## config.mk

```make
export PLATFORM = sky130hd
export DESIGN_NAME = bfd_ctrl
export DESIGN_NICKNAME = d
export VERILOG_FILES = /design/src/hdl/bfd_pkg.sv /design/src/hdl/bfd_ctrl.sv
export SDC_FILE = /design/constraint.sdc
export NUM_CORES = 1
export LEC_CHECK = 0
export BUFFER_PORTS_ARGS = -buffer_cell sky130_fd_sc_hd__buf_4
export CAP_MARGIN = 20
export CORE_AREA = 2 2 39 41
export CTS_CLUSTER_SIZE = 24
export DETAILED_ROUTE_END_ITERATION = 7
export DIE_AREA = 0 0 41 43
export PLACE_DENSITY = 0.51
export SYNTH_ARGS = -nofsm -noshare
export SYNTH_HDL_FRONTEND = slang
export SYNTH_SLANG_ARGS = --single-unit
```

## constraint.sdc

```tcl
create_clock -name clock -period 3.2 [get_ports clock]
set_input_delay 0.16 -clock clock [delete_from_list [all_inputs] [get_ports clock]]
set_output_delay 0.16 -clock clock [all_outputs]
set_load 0.02 [all_outputs]
```

## src/hdl/bfd_pkg.sv

```systemverilog
`timescale 1ns / 1ps
`default_nettype none
// ----------------------------------------------------------------------------
// bfd_pkg
// Types and constants shared by the box filter downscaler modules.
// ----------------------------------------------------------------------------
package bfd_pkg;

   localparam int CSR_IDX_W  = 2;
   localparam int CSR_DATA_W = 11;

   localparam logic [CSR_IDX_W-1:0] REG_SRC_WIDTH  = 2'd0;
   localparam logic [CSR_IDX_W-1:0] REG_SRC_HEIGHT = 2'd1;
   localparam logic [CSR_IDX_W-1:0] REG_DST_WIDTH  = 2'd2;
   localparam logic [CSR_IDX_W-1:0] REG_DST_HEIGHT = 2'd3;

   localparam logic [10:0] RST_SRC_WIDTH  = 11'd576;
   localparam logic [10:0] RST_SRC_HEIGHT = 11'd288;
   localparam logic [8:0]  RST_DST_WIDTH  = 9'd144;
   localparam logic [8:0]  RST_DST_HEIGHT = 9'd72;

   localparam int          DST_ROW_LIMIT = 256;
   localparam logic [7:0]  OPAQUE        = 8'hff;
   localparam int          MEAN_STEPS    = 8;

   typedef struct packed {
      logic [7:0] red;
      logic [7:0] green;
      logic [7:0] blue;
   } req_type;

   typedef struct packed {
      logic [7:0] avg_red;
      logic [7:0] avg_green;
      logic [7:0] avg_blue;
      logic [7:0] alpha;
      logic       last_of_frame;
   } rsp_type;

   typedef struct packed {
      logic ediv_load;
      logic take;
      logic acc;
      logic mdiv_step;
      logic put;
   } cmd_type;

   typedef struct packed {
      logic ediv_busy;
      logic emit;
      logic mdiv_last;
      logic out_free;
   } stat_type;

endpackage
`default_nettype wire

```

## src/hdl/bfd_ctrl.sv

```systemverilog
`timescale 1ns / 1ps
`default_nettype none
// ----------------------------------------------------------------------------
// bfd_ctrl
// Sequencer: edge division after reset or register write, then per pixel
// read / accumulate, and the mean division for pixels that close a block.
// ----------------------------------------------------------------------------
module bfd_ctrl
   import bfd_pkg::*;
(
   input  wire      clock,
   input  wire      reset,
   input  wire      csr_we,
   input  wire      req_valid,
   output logic     req_ready,
   input  stat_type stat,
   output cmd_type  cmd
);

   typedef enum logic [2:0] {
      S_PREP_LOAD,
      S_PREP_RUN,
      S_IDLE,
      S_ACC,
      S_DIV,
      S_PUT
   } state_type;

   state_type state_ff, state_in;
   logic      req_ready_ff;

   assign req_ready = req_ready_ff;

   always_comb begin
      state_in = state_ff;
      cmd      = '0;
      case (state_ff)
         S_PREP_LOAD: begin
            cmd.ediv_load = 1'b1;
            state_in      = S_PREP_RUN;
         end
         S_PREP_RUN: begin
            if (!stat.ediv_busy) state_in = S_IDLE;
         end
         S_IDLE: begin
            if (req_valid && req_ready_ff) begin
               cmd.take = 1'b1;
               state_in = S_ACC;
            end
         end
         S_ACC: begin
            cmd.acc  = 1'b1;
            state_in = stat.emit ? S_DIV : S_IDLE;
         end
         S_DIV: begin
            cmd.mdiv_step = 1'b1;
            if (stat.mdiv_last) state_in = S_PUT;
         end
         S_PUT: begin
            // wait for room in the output register
            if (stat.out_free) begin
               cmd.put  = 1'b1;
               state_in = S_IDLE;
            end
         end
         default: state_in = S_PREP_LOAD;
      endcase
      if (csr_we) state_in = S_PREP_LOAD;
   end

   always_ff @(posedge clock) begin
      if (reset) begin
         state_ff     <= S_PREP_LOAD;
         req_ready_ff <= 1'b0;
      end else begin
         state_ff     <= state_in;
         req_ready_ff <= (state_in == S_IDLE);
      end
   end

endmodule
`default_nettype wire

```

Word-level counts from Yosys, hierarchy flattened:

Index checks and enable logic that the tools add are counted.
Widths: inputs -> output; s select.

* memories kept: 0
* RAM bits: 0
* bits in latches: 0
* word-level logic and storage cells: 24
* register bits after elaboration: 4
* output and inout port bits: 6
* input port bits: 8
* bits in read-only memories: 0

* shift-type cells: 0
* $lt $le $gt $ge: 0
* reductions and logical operators: 2
* bitwise logic cells: 0
* multipliers: 0
* divide/modulo/power cells: 0
* muxes and demuxes: 14
* eq/ne operators: 6
* add/sub/neg operators: 0

Operators with widths (count)
* $mux 3: 6
* $pmux 3 s6: 1
* $eq 3x2->1 const B: 3
* $mux 1: 7
* $eq 3x3->1 const B: 2
* $eq 3x1->1 const B: 1
* $logic_not 3->1: 1
* $logic_and 1x1->1: 1

Longest topological paths before layout:

* depth after elaboration: 5
* mapped depth: 5
* mapped depth without buffers: 4

Worst setup path before layout:

OpenSTA, ideal clock, no wires.

* path type: reg2reg
* start point: reg state_ff[1]
* end point: reg state_ff[0]
* path buffers: 0
* cell stages (with the launch flop): 5
* path slack: 1.955 ns
* data required time: 3.086 ns
* data arrival time: 1.131 ns
* clock period less this slack: 1.245 ns
* setup time: 0.114 ns
* cells stage by stage: dfxtp_1 -> nor2b_2 -> and4b_4 -> a221o_1 -> nor2b_1

* word-level cells in the longest chain between the ends: 3
* elaborated cells between the ends (all ways): 8
* classes of those cells: 5 x eq/ne; 2 x mux; 1 x reduce/logical

Ends and longest elaborated chain
* start, declared: RTL line bfd_ctrl.sv:29 `state_type state_ff, state_in;`
* start signal, assigned: RTL line bfd_ctrl.sv:76 `state_ff <= state_in;`
* $eq 3x3->1, or another cell as far along: RTL line bfd_ctrl.sv:37 `case (state_ff)`
* $pmux 3 s6 *: RTL line bfd_ctrl.sv:37
* $mux 3 *: RTL line bfd_ctrl.sv:68 `if (csr_we) state_in = S_PREP_LOAD;`

Every way passes the cells marked *; elsewhere a longest branch is shown, timed or not.
A chain may end at the register's enable or synchronous reset.

==> impl_metrics.py <==
metrics = {
    "placement": {
        "place.gp.congestion": 0.669,
        "dp_hpwl_um": 432,
        "port_buffers": 13,
        "dp_cells": 55,
        "dpl_cell_area_um2": 345,
    },
    "yosys": {
        "yosysWarnings": 0,
        "synth.avg_cell_area_um2": 8.62,
        "ys_seq_area_frac": 0.344,
        "synthDistinctLibCells": 17,
        "yosys.area.top_type": "dfxtp_1",
        "yosys-top-cells-area": "dfxtp_1 34%, nor2_1 8.1%, and4b_4 5.9%",
        "yosysTopAreaCellShare": 0.344,
        "syn_area_um2": 233,
        "syn_inst": 27,
        "ys_ff_latch": 4,
        "syn-num-nets": 35,
    },
    "routing": {
        "dr.first_iter.drc_count": 1,
        "vias_per_cell": 4.26,
        "wirelength_um": 528,
        "drt-pass1-iter-count": 2,
        "drtAntennaViolNets": 0,
        "drcViolationCount": 0,
        "num_vias": 247,
        "drt-wirelength-per-cell_um": 9.10,
    },
    "clocking": {
        "clockBufferDepth": 2,
        "numCtsBuffers": 3,
        "cts_setup_buffers": 0,
        "htreeDepth": 1,
        "clock-sinks": 4,
        "clkTransAtPathRegs_ns": 0.04,
        "insertion_delay_ns": 0.23,
        "cts_root_buf": "clkbuf_4",
        "cts_tree": "built",
        "cts_resized": 0,
        "ctsHoldBuffers": 0,
    },
    "global_route": {
        "grt_pass1_vias": 214,
        "antenna_found_initial": 0,
        "grt_pass1_wl_um": 793,
        "grtUsageTotal": 0.0743,
        "overflow": 0,
        "grt_max_degree": 10,
    },
    "die": {
        "core-area_mm2": 0.00138,
        "die-area_mm2": 0.00176,
        "die_h_um": 43,
        "chipWidth_um": 41,
        "ios": 14,
        "fp-row-count": 14,
        "start_util": 0.168,
    },
    "sta": {
        "whs_ns": 0.213,
        "slew_headroom": 0.751,
        "hold_violations": 0,
        "fin_skew_ns": 0.000462,
        "setup_viol": 0,
        "period_share": 0.447,
        "rsz0062_at_grt": "false",
        "fmax_ghz": 0.699,
        "final.setup.tns_ns": 0,
        "drv_slew": 0,
        "period_minus_slack_ns": 1.43,
        "worstMarginPinSlew_ns": 0.371,
    },
    "status": {
        "status": "completed",
    },
    "cells_and_area": {
        "finalNonFillerCells": 58,
        "drive_gt1_frac": 0.524,
        "nNetsFinal": 52,
        "syn2layout_area_growth_pct": 58.1,
        "antennaDiodeCount": 0,
        "fin_area_um2": 368,
        "n_fill_cell": 160,
        "multiInputGateArea_um2": 148,
        "seqCellArea_um2": 80.1,
    },
    "critical_path": {
        "endpoint_kind": "output pin",
        "critPathKind": "reg2out",
        "r2r-end": "state_ff[0]$_SDFF_PP0_",
        "ff2ff_setup_slack_ns": 1.92,
        "required_ns": 3.04,
        "path_max_fanout": 7,
        "startpoint_type": "flop",
        "crit_arrival_ns": 1.27,
        "critPathLaunch": "state_ff[1]$_SDFF_PP0_",
        "rr_worst_depth": 4,
        "timing.rr.start": "state_ff[0]$_SDFF_PP0_",
    },
    "job": {
        "drv_cap": 0,
    },
    "worst_hold_path": {
        "holdCritPathClass": "in2reg",
        "hold-path-cell-count": 3,
        "hold_end": "state_ff[2]$_SDFF_PP0_",
        "worstHoldStart": "stat[2]",
    },
    "pwr": {
        "leakagePower_nw": 0.158,
        "total_power_w": 0.000132,
        "irDropWorstVdd_uv": 91.2,
        "cellPowerDensity_mw_per_mm2": 358,
    },
}
-- cell type report --
class                           count  share of cell area
Timing Repair Buffer               13               0.265
Tap cell                           16              0.0544
Clock buffer                        3              0.0612
Multi-Input combinational cell     22               0.401
Sequential cell                     4               0.218
-- logic make-up (layout without fill, tap and decap cells) --
group / after synthesis / count (layout) / synth area share
simple gates: 17 / 17 / 0.446
compound gates: 5 / 5 / 0.188
flops: 4 / 4 / 0.344
buf+inv: 1 / 16 / 0.0215
-- through the flow --
| stage | worst slack, ns | utilization |
|---|---|---|
| floorplan | 1.95 | - |
| global placement | 1.91 | 0.250 |
| detailed placement | 1.90 | 0.250 |
| CTS | 1.75 | 0.266 |
| global route | 1.67 | 0.266 |
| finish | 1.77 | 0.266 |
-- layer usage --
layer | up-vias | global-route usage | routed length [um]
li1 | 130 | - | -
met1 | 107 | 0.0772 | 217
met2 | 8 | 0.0906 | 250
met3 | 2 | 0.0471 | 51
met4 | 0 | 0.0800 | 8
met5 | - | 0 | 0
-- flip-flops by register name (all words and copies together), names as in the netlist --
| name | flops |
|---|---|
| req_ready | 1 |
| state_ff | 3 |
-- how the worst max path moves through the flow --
stage | endpoint | slack, ns | cells past startpoint
final | cmd[3] | 1.77 | 3
after global routing | cmd[3] | 1.67 | 3
after CTS | cmd[3] | 1.75 | 3
after detailed placement | state_ff[0]$_SDFF_PP0_ | 1.90 | 4
after global placement | state_ff[0]$_SDFF_PP0_ | 1.91 | 4
after floorplan | state_ff[0]$_SDFF_PP0_ | 1.95 | 4
-- synth_stat cells --
| cell | instances |
|---|---|
| a211o_2 | 1 |
| a211oi_1 | 1 |
| a221o_1 | 1 |
| a32oi_1 | 1 |
| and2_2 | 1 |
| and2b_2 | 1 |
| and4b_4 | 1 |
| clkbuf_2 | 1 |
| dfxtp_1 | 4 |
| nand2_1 | 2 |
| nand2b_1 | 2 |
| nor2_1 | 5 |
| nor2b_1 | 1 |
| nor2b_2 | 1 |
| nor3_1 | 2 |
| nor3_2 | 1 |
| o21a_1 | 1 |
-- critical path, cell delays in order (launching register included) --
cell     delay, ns
dfxtp_1       0.41
nor2b_2       0.24
and4b_4       0.26
buf_4         0.14
-- cells in the final DEF (no fill, tap or decap) --
master and count:
and2b_2 1, nor2b_1 1, clkbuf_4 3, nand2_1 2, nand2b_1 2, nor3_1 2, a221o_1 1, nor2_1 5
nor3_2 1, and4b_4 1, dfxtp_1 4, a211o_2 1, a211oi_1 1, buf_4 13, and2_2 1, nor2b_2 1
o21a_1 1, a32oi_1 1
-- report_power, final --
group	switching (W)	internal, W	leakage (nW)
combinational	0.00000682	0.0000109	0.111
clock	0.0000187	0.0000418	0.0138
sequential	0.00000205	0.0000513	0.0325
total	0.0000275	0.000104	0.158
Power figures use the tool's default switching activity.
